[src/hw/rtl/dstq_pkg.sv]
// package for the deadline sorted timer queue
// holds the shared enums, control structs and fixed constants; no dependencies
`default_nettype none

package dstq_pkg;

  localparam int unsigned ID_W   = 8;
  localparam int unsigned TICK_W = 32;

  localparam logic [TICK_W-1:0] IDLE_DELAY_RESET = 32'd100;

  // input request kinds
  typedef enum logic [1:0] {
    K_QUEUE  = 2'd0,
    K_CANCEL = 2'd1,
    K_POLL   = 2'd2
  } kind_e;

  // result kinds
  typedef enum logic [1:0] {
    RK_STATUS = 2'd0,
    RK_FIRED  = 2'd1,
    RK_SLEEP  = 2'd2
  } rkind_e;

  // status codes
  typedef enum logic [1:0] {
    STS_OK        = 2'd0,
    STS_NOT_FOUND = 2'd1,
    STS_FULL      = 2'd2
  } status_e;

  // controller states
  typedef enum logic [2:0] {
    S_IDLE,
    S_MATCH,
    S_SCAN,
    S_REMOVE,
    S_INSERT,
    S_RESP,
    S_POLL
  } state_e;

  // controller to datapath
  typedef struct packed {
    logic    load;
    logic    match;
    logic    step;
    logic    remove;
    logic    rm_head;
    logic    insert;
    logic    emit;
    rkind_e  emit_kind;
    status_e emit_status;
    logic    emit_last;
  } cmd_t;

  // datapath to controller
  typedef struct packed {
    logic [1:0] kind;
    logic       scan_done;
    logic       scan_hit;
    logic       full;
    logic       head_due;
    logic       slot_free;
  } sts_t;

endpackage

`default_nettype wire

[src/hw/rtl/dstq_datapath.sv]
// datapath of the timer queue: sorted entry cells, match scan, result register
// depends on dstq_pkg
`default_nettype none

module dstq_datapath #(
  parameter int unsigned DEPTH = 16
) (
  input  wire logic                              clk_i,
  input  wire logic                              rst_ni,
  input  wire dstq_pkg::cmd_t                    cmd_i,
  output dstq_pkg::sts_t                         sts_o,
  input  wire logic [1:0]                        kind_i,
  input  wire logic [dstq_pkg::ID_W-1:0]         worker_id_i,
  input  wire logic [dstq_pkg::TICK_W-1:0]       delay_ticks_i,
  input  wire logic [dstq_pkg::TICK_W-1:0]       now_i,
  input  wire logic                              cfg_valid_i,
  input  wire logic [dstq_pkg::TICK_W-1:0]       cfg_data_i,
  output logic                                   out_valid_o,
  input  wire logic                              out_ready_i,
  output logic [1:0]                             result_kind_o,
  output logic [1:0]                             status_o,
  output logic [dstq_pkg::ID_W-1:0]              fired_id_o,
  output logic [dstq_pkg::TICK_W-1:0]            sleep_ticks_o,
  output logic                                   last_o
);

  localparam int unsigned CW = $clog2(DEPTH + 1);
  localparam int unsigned IW = (DEPTH > 1) ? $clog2(DEPTH) : 1;
  localparam int unsigned TW = dstq_pkg::TICK_W;
  localparam int unsigned HW = dstq_pkg::ID_W;

  // entry cells, sorted by deadline
  logic [TW-1:0] dl_q [DEPTH];
  logic [HW-1:0] hd_q [DEPTH];
  logic [DEPTH-1:0] match_q;
  logic [DEPTH-1:0] gt;
  logic [DEPTH-1:0] vmask;

  logic [CW-1:0] cnt_q, cnt_d;
  logic [CW-1:0] idx_q, idx_d;
  logic [CW-1:0] rm_pos;

  // latched request
  logic [1:0]    kind_q;
  logic [HW-1:0] id_q;
  logic [TW-1:0] now_q;
  logic [TW-1:0] new_dl_q;

  logic [TW-1:0] idle_q;

  // result register
  logic          res_valid_q, res_valid_d;
  logic [1:0]    res_kind_q;
  logic [1:0]    res_status_q;
  logic [HW-1:0] res_id_q;
  logic [TW-1:0] res_sleep_q;
  logic          res_last_q;

  logic          slot_free;
  logic          scan_done;
  logic [TW-1:0] sleep_val;

  assign rm_pos    = cmd_i.rm_head ? '0 : idx_q;
  assign scan_done = (idx_q == cnt_q);
  assign slot_free = !res_valid_q || out_ready_i;

  genvar g;
  for (g = 0; g < DEPTH; g++) begin : g_cell
    logic [TW-1:0] up_dl, dn_dl, dl_d;
    logic [HW-1:0] up_hd, dn_hd, hd_d;
    logic          up_gt;

    assign gt[g]    = (CW'(g) >= cnt_q) || (dl_q[g] > new_dl_q);
    assign vmask[g] = (CW'(g) < cnt_q);

    if (g == 0) begin : g_first
      assign up_gt = 1'b0;
      assign up_dl = dl_q[g];
      assign up_hd = hd_q[g];
    end else begin : g_inner
      assign up_gt = gt[g-1];
      assign up_dl = dl_q[g-1];
      assign up_hd = hd_q[g-1];
    end

    if (g == DEPTH - 1) begin : g_last
      assign dn_dl = dl_q[g];
      assign dn_hd = hd_q[g];
    end else begin : g_below
      assign dn_dl = dl_q[g+1];
      assign dn_hd = hd_q[g+1];
    end

    always_comb begin
      dl_d = dl_q[g];
      hd_d = hd_q[g];
      if (cmd_i.insert) begin
        if (up_gt) begin
          dl_d = up_dl;
          hd_d = up_hd;
        end else if (gt[g]) begin
          dl_d = new_dl_q;
          hd_d = id_q;
        end
      end else if (cmd_i.remove && (CW'(g) >= rm_pos)) begin
        dl_d = dn_dl;
        hd_d = dn_hd;
      end
    end

    always_ff @(posedge clk_i) begin
      dl_q[g] <= dl_d;
      hd_q[g] <= hd_d;
      if (cmd_i.match) begin
        match_q[g] <= (hd_q[g] == id_q);
      end
    end
  end

  // fill count and scan index
  always_comb begin
    cnt_d = cnt_q;
    if (cmd_i.insert) begin
      cnt_d = cnt_q + CW'(1);
    end else if (cmd_i.remove) begin
      cnt_d = cnt_q - CW'(1);
    end
    idx_d = idx_q;
    if (cmd_i.match) begin
      idx_d = '0;
    end else if (cmd_i.step) begin
      idx_d = idx_q + CW'(1);
    end
  end

  always_ff @(posedge clk_i or negedge rst_ni) begin
    if (!rst_ni) begin
      cnt_q  <= '0;
      idx_q  <= '0;
      idle_q <= dstq_pkg::IDLE_DELAY_RESET;
    end else begin
      cnt_q <= cnt_d;
      idx_q <= idx_d;
      if (cfg_valid_i) begin
        idle_q <= cfg_data_i;
      end
    end
  end

  always_ff @(posedge clk_i) begin
    if (cmd_i.load) begin
      kind_q   <= kind_i;
      id_q     <= worker_id_i;
      now_q    <= now_i;
      new_dl_q <= now_i + delay_ticks_i;
    end
  end

  assign sleep_val = (cnt_q != '0) ? (dl_q[0] - now_q) : idle_q;

  // result register
  always_comb begin
    res_valid_d = res_valid_q;
    if (cmd_i.emit) begin
      res_valid_d = 1'b1;
    end else if (out_ready_i) begin
      res_valid_d = 1'b0;
    end
  end

  always_ff @(posedge clk_i or negedge rst_ni) begin
    if (!rst_ni) begin
      res_valid_q <= 1'b0;
    end else begin
      res_valid_q <= res_valid_d;
    end
  end

  always_ff @(posedge clk_i) begin
    if (cmd_i.emit) begin
      res_kind_q   <= cmd_i.emit_kind;
      res_status_q <= cmd_i.emit_status;
      res_last_q   <= cmd_i.emit_last;
      res_id_q     <= (cmd_i.emit_kind == dstq_pkg::RK_FIRED) ? hd_q[0] : '0;
      res_sleep_q  <= (cmd_i.emit_kind == dstq_pkg::RK_SLEEP) ? sleep_val : '0;
    end
  end

  assign out_valid_o   = res_valid_q;
  assign result_kind_o = res_kind_q;
  assign status_o      = res_status_q;
  assign fired_id_o    = res_id_q;
  assign sleep_ticks_o = res_sleep_q;
  assign last_o        = res_last_q;

  assign sts_o.kind      = kind_q;
  assign sts_o.scan_done = scan_done;
  assign sts_o.scan_hit  = !scan_done && match_q[idx_q[IW-1:0]];
  assign sts_o.full      = (cnt_q == CW'(DEPTH));
  assign sts_o.head_due  = (cnt_q != '0) && (dl_q[0] <= now_q);
  assign sts_o.slot_free = slot_free;

  // checks
  a_cnt_bound: assert property (@(posedge clk_i) disable iff (!rst_ni)
    cnt_q <= CW'(DEPTH))
    else $error("entry count above depth");

  a_no_insert_full: assert property (@(posedge clk_i) disable iff (!rst_ni)
    cmd_i.insert |-> (cnt_q != CW'(DEPTH)))
    else $error("insert into full queue");

  a_emit_slot: assert property (@(posedge clk_i) disable iff (!rst_ni)
    cmd_i.emit |-> slot_free)
    else $error("result overwritten before taken");

  a_unique_handle: assert property (@(posedge clk_i) disable iff (!rst_ni)
    cmd_i.match |=> ($countones(match_q & vmask) <= 1))
    else $error("handle stored twice");

endmodule

`default_nettype wire

[src/hw/rtl/dstq_ctrl.sv]
// controller of the timer queue: sequences match scan, remove, insert and poll
// depends on dstq_pkg
`default_nettype none

module dstq_ctrl (
  input  wire logic           clk_i,
  input  wire logic           rst_ni,
  input  wire logic           in_valid_i,
  output logic                in_ready_o,
  input  wire dstq_pkg::sts_t sts_i,
  output dstq_pkg::cmd_t      cmd_o
);

  dstq_pkg::state_e  state_q, state_d;
  dstq_pkg::status_e resp_q, resp_d;

  // next state
  always_comb begin
    state_d = state_q;
    resp_d  = resp_q;
    case (state_q)
      dstq_pkg::S_IDLE: begin
        if (in_valid_i) begin
          state_d = dstq_pkg::S_MATCH;
        end
      end
      dstq_pkg::S_MATCH: begin
        case (sts_i.kind)
          dstq_pkg::K_POLL:   state_d = dstq_pkg::S_POLL;
          dstq_pkg::K_QUEUE:  state_d = dstq_pkg::S_SCAN;
          dstq_pkg::K_CANCEL: state_d = dstq_pkg::S_SCAN;
          default: begin
            resp_d  = dstq_pkg::STS_OK;
            state_d = dstq_pkg::S_RESP;
          end
        endcase
      end
      dstq_pkg::S_SCAN: begin
        if (sts_i.scan_done) begin
          if (sts_i.kind == dstq_pkg::K_QUEUE) begin
            if (sts_i.full) begin
              resp_d  = dstq_pkg::STS_FULL;
              state_d = dstq_pkg::S_RESP;
            end else begin
              state_d = dstq_pkg::S_INSERT;
            end
          end else begin
            resp_d  = dstq_pkg::STS_NOT_FOUND;
            state_d = dstq_pkg::S_RESP;
          end
        end else if (sts_i.scan_hit) begin
          state_d = dstq_pkg::S_REMOVE;
        end
      end
      dstq_pkg::S_REMOVE: begin
        if (sts_i.kind == dstq_pkg::K_QUEUE) begin
          state_d = dstq_pkg::S_INSERT;
        end else begin
          resp_d  = dstq_pkg::STS_OK;
          state_d = dstq_pkg::S_RESP;
        end
      end
      dstq_pkg::S_INSERT: begin
        resp_d  = dstq_pkg::STS_OK;
        state_d = dstq_pkg::S_RESP;
      end
      dstq_pkg::S_RESP: begin
        if (sts_i.slot_free) begin
          state_d = dstq_pkg::S_IDLE;
        end
      end
      dstq_pkg::S_POLL: begin
        if (sts_i.slot_free && !sts_i.head_due) begin
          state_d = dstq_pkg::S_IDLE;
        end
      end
      default: state_d = dstq_pkg::S_IDLE;
    endcase
  end

  // outputs
  always_comb begin
    in_ready_o        = 1'b0;
    cmd_o             = '0;
    cmd_o.emit_kind   = dstq_pkg::RK_STATUS;
    cmd_o.emit_status = dstq_pkg::STS_OK;
    case (state_q)
      dstq_pkg::S_IDLE: begin
        in_ready_o = 1'b1;
        cmd_o.load = in_valid_i;
      end
      dstq_pkg::S_MATCH: begin
        cmd_o.match = 1'b1;
      end
      dstq_pkg::S_SCAN: begin
        cmd_o.step = !sts_i.scan_done && !sts_i.scan_hit;
      end
      dstq_pkg::S_REMOVE: begin
        cmd_o.remove = 1'b1;
      end
      dstq_pkg::S_INSERT: begin
        cmd_o.insert = 1'b1;
      end
      dstq_pkg::S_RESP: begin
        cmd_o.emit        = sts_i.slot_free;
        cmd_o.emit_status = resp_q;
        cmd_o.emit_last   = 1'b1;
      end
      dstq_pkg::S_POLL: begin
        cmd_o.emit = sts_i.slot_free;
        if (sts_i.head_due) begin
          cmd_o.emit_kind = dstq_pkg::RK_FIRED;
          cmd_o.remove    = sts_i.slot_free;
          cmd_o.rm_head   = 1'b1;
        end else begin
          cmd_o.emit_kind = dstq_pkg::RK_SLEEP;
          cmd_o.emit_last = 1'b1;
        end
      end
      default: begin
      end
    endcase
  end

  always_ff @(posedge clk_i or negedge rst_ni) begin
    if (!rst_ni) begin
      state_q <= dstq_pkg::S_IDLE;
      resp_q  <= dstq_pkg::STS_OK;
    end else begin
      state_q <= state_d;
      resp_q  <= resp_d;
    end
  end

endmodule

`default_nettype wire

[src/hw/rtl/deadline_sorted_timer_queue.sv]
// top level of the deadline sorted timer queue
// instantiates dstq_ctrl and dstq_datapath; depends on dstq_pkg
//
// usage: requests enter on the in_* valid/ready channel (kind_i: queue, cancel,
// poll). queue stores worker_id_i at deadline now_i + delay_ticks_i (mod 2^32),
// after all entries with equal or earlier deadlines; cancel removes a handle.
// each queue or cancel request returns one status result. a poll returns one
// fired result per entry due at now_i, oldest deadline first, then one sleep
// result; last_o marks the final result of each request.
// the cfg_* channel writes the idle delay (reset 100); it is always ready and
// should only be written while no request is in flight.
// sequence: the match state builds the match flags for the accepted request,
// then the scan walks one entry per cycle from the head until it finds the
// handle or reaches the count. a found handle is removed in the remove state, a
// queue request then inserts in the insert state (or reports full), and the
// result is loaded in the response state. a poll loads its results in turn
// from the poll state, each when the result register is free.
// one request is worked on at a time; the controller returns to idle once the
// last result is loaded and takes the next request there.
// reset empties the queue and drops any pending result. when the receiver
// stalls, the result register holds and the controller waits.
`default_nettype none

module deadline_sorted_timer_queue #(
  parameter int unsigned DEPTH = 16
) (
  input  wire logic                        clk_i,
  input  wire logic                        rst_ni,
  // request channel
  input  wire logic                        in_valid_i,
  output logic                             in_ready_o,
  input  wire logic [1:0]                  kind_i,
  input  wire logic [dstq_pkg::ID_W-1:0]   worker_id_i,
  input  wire logic [dstq_pkg::TICK_W-1:0] delay_ticks_i,
  input  wire logic [dstq_pkg::TICK_W-1:0] now_i,
  // result channel
  output logic                             out_valid_o,
  input  wire logic                        out_ready_i,
  output logic [1:0]                       result_kind_o,
  output logic [1:0]                       status_o,
  output logic [dstq_pkg::ID_W-1:0]        fired_id_o,
  output logic [dstq_pkg::TICK_W-1:0]      sleep_ticks_o,
  output logic                             last_o,
  // idle delay register write
  input  wire logic                        cfg_valid_i,
  output logic                             cfg_ready_o,
  input  wire logic [dstq_pkg::TICK_W-1:0] cfg_data_i
);

  dstq_pkg::cmd_t cmd;
  dstq_pkg::sts_t sts;

  // register writes never stall
  assign cfg_ready_o = 1'b1;

  // sequencing of each request
  dstq_ctrl u_ctrl (
    .clk_i      (clk_i),
    .rst_ni     (rst_ni),
    .in_valid_i (in_valid_i),
    .in_ready_o (in_ready_o),
    .sts_i      (sts),
    .cmd_o      (cmd)
  );

  // sorted cells, scan and result register
  dstq_datapath #(
    .DEPTH (DEPTH)
  ) u_datapath (
    .clk_i         (clk_i),
    .rst_ni        (rst_ni),
    .cmd_i         (cmd),
    .sts_o         (sts),
    .kind_i        (kind_i),
    .worker_id_i   (worker_id_i),
    .delay_ticks_i (delay_ticks_i),
    .now_i         (now_i),
    .cfg_valid_i   (cfg_valid_i),
    .cfg_data_i    (cfg_data_i),
    .out_valid_o   (out_valid_o),
    .out_ready_i   (out_ready_i),
    .result_kind_o (result_kind_o),
    .status_o      (status_o),
    .fired_id_o    (fired_id_o),
    .sleep_ticks_o (sleep_ticks_o),
    .last_o        (last_o)
  );

endmodule

`default_nettype wire
[config.mk]
export PLATFORM = sky130hd
export DESIGN_NAME = deadline_sorted_timer_queue
export DESIGN_NICKNAME = d
export VERILOG_FILES = /design/src/hw/rtl/dstq_pkg.sv /design/src/hw/rtl/dstq_datapath.sv /design/src/hw/rtl/dstq_ctrl.sv /design/src/hw/rtl/deadline_sorted_timer_queue.sv
export SDC_FILE = /design/constraint.sdc
export NUM_CORES = 2
export LEC_CHECK = 0
export BUFFER_PORTS_ARGS = -buffer_cell sky130_fd_sc_hd__buf_4
export CORE_MARGIN = 1
export CORE_UTILIZATION = 40
export DETAILED_ROUTE_END_ITERATION = 16
export PLACE_DENSITY = 0.63
export SLEW_MARGIN = 30
export SYNTH_ARGS = -nofsm -noshare
export SYNTH_HDL_FRONTEND = slang
export SYNTH_SLANG_ARGS = --single-unit
[constraint.sdc]
create_clock -name clk_i -period 7.3 [get_ports clk_i]
set_input_delay 1.46 -clock clk_i [delete_from_list [all_inputs] [get_ports clk_i]]
set_output_delay 1.46 -clock clk_i [all_outputs]
set_load 0.01 [all_outputs]
# Word level (Yosys, flattened, before mapping)
# Memories as Yosys holds them, arrays and structs flattened.
# Cells that the tools add are included.
[op_classes] add_sub_neg=5 mul=0 div_mod_pow=0 order_cmp=49 eq_ne=36 shifts=0 muxes=163 bitwise=0 n_reduce_logical=52
[ops] op="$mux 32" count=63
[ops] op="$gt 32x32->1" count=16
[ops] op="$mux 8" count=62
[ops] op="$eq 8x8->1" count=16
[ops] op="$ge 4x5->1 const A" count=15
[ops] op="$ge 3x5->1 const A" count=8
[ops] op="$add 32x32->32" count=1
[ops] op="$le 32x32->1" count=1
[ops] op="$sub 32x32->32" count=1
[ops] op="$mux 5" count=5
[ops] op="$pmux 3 s7" count=1
[ops] op="$ge 1x5->1 const A" count=4
[ops] op="$ge 2x5->1 const A" count=4
[ops] op="$logic_and 1x1->1" count=19
[ops] op="$logic_or 1x1->1" count=17
[ops] op="$mux 2" count=8
[ops] op="$mux 3" count=5
[ops] op="$mux 1" count=14
[ops] op="$add 5x1->5 const B" count=2
[ops] op="$eq 3x3->1 const B" count=3
[ops] op="$pmux 2 s4" count=1
[ops] op="$eq 3x2->1 const B" count=2
[ops] op="$ne 2x1->1 const B" count=3
[ops] op="$ne 2x2->1 const B" count=3
[ops] op="other kinds (22)" count=31
[totals] regBits=183 latchBits=0 mem_bits_rw=640 mem_bits_ro=0 inputBits=111 elab_cells=338 memories=2
[mem_list] name="u_datapath.dl_q" depth=16 word_bits=32 read_ports=16 rd_clocked_by_memory_dff=0 write_ports=16 line="dstq_datapath.sv:33" rtl="logic [TW-1:0] dl_q [DEPTH];"
[mem_list] name="u_datapath.hd_q" depth=16 word_bits=8 read_ports=16 rd_clocked_by_memory_dff=0 write_ports=16 line="dstq_datapath.sv:34" rtl="logic [HW-1:0] hd_q [DEPTH];"

# Longest topological paths before layout
# An unclocked memory read counts as a cell.
[depth] word_depth=10 mapped_depth=15 depth_no_buf=13

# Modules after synthesis
# From an unflattened synthesis, not the netlist that was laid out.
[unflattened] cells_unflattened=5151 area_unflattened_um2=55064.1
[modules_own_cells] mod="dstq_datapath" instances=1 cells_per_inst=5088 area_each_um2=54521.0 seq_area_each_um2=24352.1
[modules_own_cells] mod="dstq_ctrl" instances=1 cells_per_inst=61 area_each_um2=531.8 seq_area_each_um2=125.1
[modules_own_cells] mod="deadline_sorted_timer_queue" instances=1 cells_per_inst=2 area_each_um2=11.3 seq_area_each_um2=0.0

# Worst setup path after synthesis
# No wires, ideal clock.
[synth_timing] kind="register to register" startpoint="reg u_datapath.new_dl_q[31] (netlist name)" endpoint="mem u_datapath.dl_q[1][0] (netlist bit) (enable)" setup_ns=0.510 arrival_ns=5.902 required_time_ns=6.790 setup_slack_ns=0.887 stages_incl_launch_ff=15 cell_sequence="edfxtp_1 -> clkbuf_1 -> clkbuf_1 -> inv_1 -> ha_1 -> nand4_1 -> nor2_1 -> nand4_1 -> nor4_1 -> a211oi_1 -> o21ai_0 -> a21bo_2 -> clkbuf_1 -> buf_2 -> a311oi_1"
[synth_lines] element="end, declared" line="dstq_datapath.sv:33"

==> metrics.txt <==
Total Negative Setup Slacks=0 ns; wire length of the first global-routing pass=267000 µm; Die H=377 µm; Layout Area Growth over Synthesis=11.5%; Setup crit end kind=flip-flop; full die area=142000 µm²; H-tree Lvls=3; Initial Util=40.3%; number of hold-slack violations in the final timing report=0; type of the setup path with the least slack=reg -> reg; width of the chip=377 µm; layout cells sized above 1=10.0%; required time worst endpoint=7.69 ns; Clock Skew=0.0332 ns; unrepaired setup endpoints after global routing=no; core region area=139000 µm²; number of synthesized flops with an enable pin=775; share of synthesized flip-flops with an asynchronous set or reset=5.83%; actual slew at the worst max-slew pin=1.10 ns; TritonCTS buffer count=94; total power density per cell area=511 nW/µm²; number of global-route vias before repair=43249; HPWL after detailed placement=130000 µm; Net Count, Synth=6234; maximum clock frequency=0.183 GHz; clock root cell=clkbuf_16; path type of the worst min-delay path=reg -> reg; boundary pin count=159; number of gates resized after cts=0; Clock transition at path regs=0.07 ns; synthesized area divided by synthesized cell count=10.1 µm²; count of yosys warnings during synthesis=0; remaining number of nets flagged by the antenna check after routing=0; drt first pass iters=8; number of buffers on the longest clock path=3; most used flip-flop cell after synthesis=edfxtp_1; leakage dissipation=25.6 nW; worst r2r dst=u_datapath.dl_q[14][8]; post-synthesis sequential area ratio=43.6%; highest fanout seen on the critical path=25; pre-CTS worst setup slack=2.17 ns; Yosys reg bits=823; startpoint of the worst-slack reg-to-reg timing path=u_datapath.new_dl_q[17]; slack of the worst reg-to-reg path=1.85 ns; DR DRC count=0; final worst setup slack=1.85 ns; Tot GR Track Use=24.3%; final weighted congestion in routability-driven placement=0.924; count of buffers inserted at the top-level ports=157; share of the cycle needed by the critical path after routing=74.7%; overall overflow remaining after global route=0; First DRT Iteration DRCs=4353; Max Cap Violations=0; Post-Syn Area=56100 µm²; launching element type of the critical path=flip-flop; number of nets at the end of the flow=6248; source-to-sink clock delay at the later pin of the worst-skew pair=0.72 ns; largest voltage drop on the vdd net=0.331 mV; Syn Inst Count=5540; vias per cell=5.91; startpoint of the worst hold path=u_datapath.idle_q[11]; final period demand of the worst path=5.45 ns; Worst Hold End=u_datapath.idle_q[11]; clock tree from TritonCTS=yes; max-slew violations=0; maximum number of pins on one net before global-route repair=218; instance count along the most critical hold path=1; Setup Fix Bufs, Post-CTS=0; worst reg-to-reg path cell count=12; routed len/inst=23.4 µm; max_slew headroom=26.6%; final routed wirelength across all metal layers=176000 µm; row cnt=137; post-synthesis cell type count=79; Clock Sink Count=823; final setup fails=0; routed vias=44397; result of the run=complete, no violations; arrival time at the worst endpoint=5.84 ns; number of antenna violations at the first check in global routing=0; number of hold buffers added after CTS=0
==> worst max path at each step <==
stage                                        from                 endpoint  slack [ns]  cells past startpoint
after detailed placement         delay_ticks_i[4]  u_datapath.new_dl_q[31]        2.17                     11
after floorplan           u_datapath.new_dl_q[31]    u_datapath.dl_q[1][0]        0.89                     14
final                     u_datapath.new_dl_q[17]   u_datapath.dl_q[14][8]        1.85                     12
after global placement     u_datapath.new_dl_q[8]   u_datapath.dl_q[6][13]        1.33                     13
after CTS                 u_datapath.new_dl_q[17]   u_datapath.dl_q[14][9]        2.15                     12
after global routing      u_datapath.new_dl_q[23]    u_datapath.dl_q[8][9]        1.85                     13
==> cell usage after synthesis, drive strengths merged, types with 21 or more instances <==
library cell	number	area, µm²
clkbuf	284	1070
nor2	288	1080
nor4	22	144
ha	581	7270
a21o	134	1010
a31oi	25	156
nand2b	21	131
nor3	187	941
edfxtp	775	23300
dfrtp	45	1130
o21a	42	315
a21oi	280	1410
inv	117	439
nand3	84	420
buf	76	342
xnor2	159	1390
o211ai	49	373
mux2	72	811
o21ai	623	3120
nand4	148	926
nand2	673	2530
a211oi	93	698
mux2i	487	4870
xor2	22	193
nor2b	45	282
==> registers in the layout (all words and copies together) (netlist names) <==
| signal | count |
|---|---|
| u_datapath.now_q | 32 |
| u_datapath.result_kind_o | 2 |
| u_datapath.status_o | 2 |
| u_datapath.hd_q | 128 |
| u_datapath.last_o | 1 |
| u_datapath.idx_q | 5 |
| u_ctrl.resp_q | 2 |
| u_datapath.dl_q | 512 |
| u_datapath.id_q | 8 |
| u_datapath.sleep_ticks_o | 32 |
| u_datapath.fired_id_o | 8 |
| u_datapath.idle_q | 32 |
| u_datapath.kind_q | 2 |
| u_datapath.out_valid_o | 1 |
| u_ctrl.state_q | 3 |
| u_datapath.match_q | 16 |
| u_datapath.cnt_q | 5 |
| u_datapath.new_dl_q | 32 |
==> area by class of cell <==
| class | count | area (µm²) |
|---|---|---|
| fillers | 13143 | 76800 |
| multi-input cells | 4240 | 30200 |
| flip-flops and latches | 823 | 24500 |
| clock buffers | 117 | 2500 |
| well taps | 1876 | 2350 |
| repair buffers | 278 | 2130 |
| clock inverters | 59 | 518 |
| inverters | 117 | 439 |
| diodes | 1 | 2.50 |
==> where the power goes <==
group	total, mW	internal (mW)	switching, mW
combinational	15.9	6.09	9.82
clock	4.81	2.71	2.10
sequential	11.3	8.98	2.27
==> cells by family (layout without fill, tap and decap cells) <==
logic type | after synthesis | in the layout | synth area share, %
compound gates | 1365 | 1365 | 14.5
buf+inv | 477 | 571 | 3.29
simple gates | 1546 | 1546 | 12.4
other cells | 1 | 2 | 0.00668
flops | 823 | 823 | 43.6
mux | 564 | 564 | 10.3
fa+ha+maj | 583 | 583 | 13.0
xor+xnor | 181 | 181 | 2.82
==> cell usage in the layout, fill, tap and decap left out, drive strengths merged, types with 93 or more instances in the layout <==
cell	instances
xnor2	159
mux2i	487
nand2	673
clkbuf	117
ha	581
buf	278
o21ai	623
inv	120
a211oi	93
nor2	288
a21o	134
edfxtp	775
nand4	148
a21oi	280
nor3	187
==> worst max-delay path, stage by stage (launching register included) <==
cell	delay, ns
edfxtp_1	0.36
buf_4	0.21
inv_1	0.65
ha_1	0.30
nand4_1	0.15
nor4_1	0.85
nand3_1	0.50
nand2_1	0.19
o21ai_0	0.11
a311o_2	0.61
o31ai_1	0.44
o21ai_4	0.31
buf_4	0.39
==> layer usage <==
metal	track usage, %	vias up	routed length (µm)
met5	0	-	0
met4	6.40	0	4370
met3	3.36	234	11200
met2	38.0	1438	80000
met1	35.0	21967	80500
li1	-	20758	-
==> metrics by stage <==
stage | hold slack (ns) | power, mW | utilization [%] | cell area (µm²) | cells
after floorplan | 0.474 | 21.6 | - | 56100 | 5540
after global placement | 0.487 | 26.4 | 42.7 | 59500 | 7332
after detailed placement | 0.496 | 26.9 | 42.7 | 59500 | 7334
after CTS | 0.511 | 31.8 | 44.9 | 62500 | 7510
after global routing | 0.519 | 34.0 | 44.9 | 62600 | 7510
final | 0.509 | 32.0 | 44.9 | 62600 | 7511
Note: power is estimated with default switching activity, not from simulation.
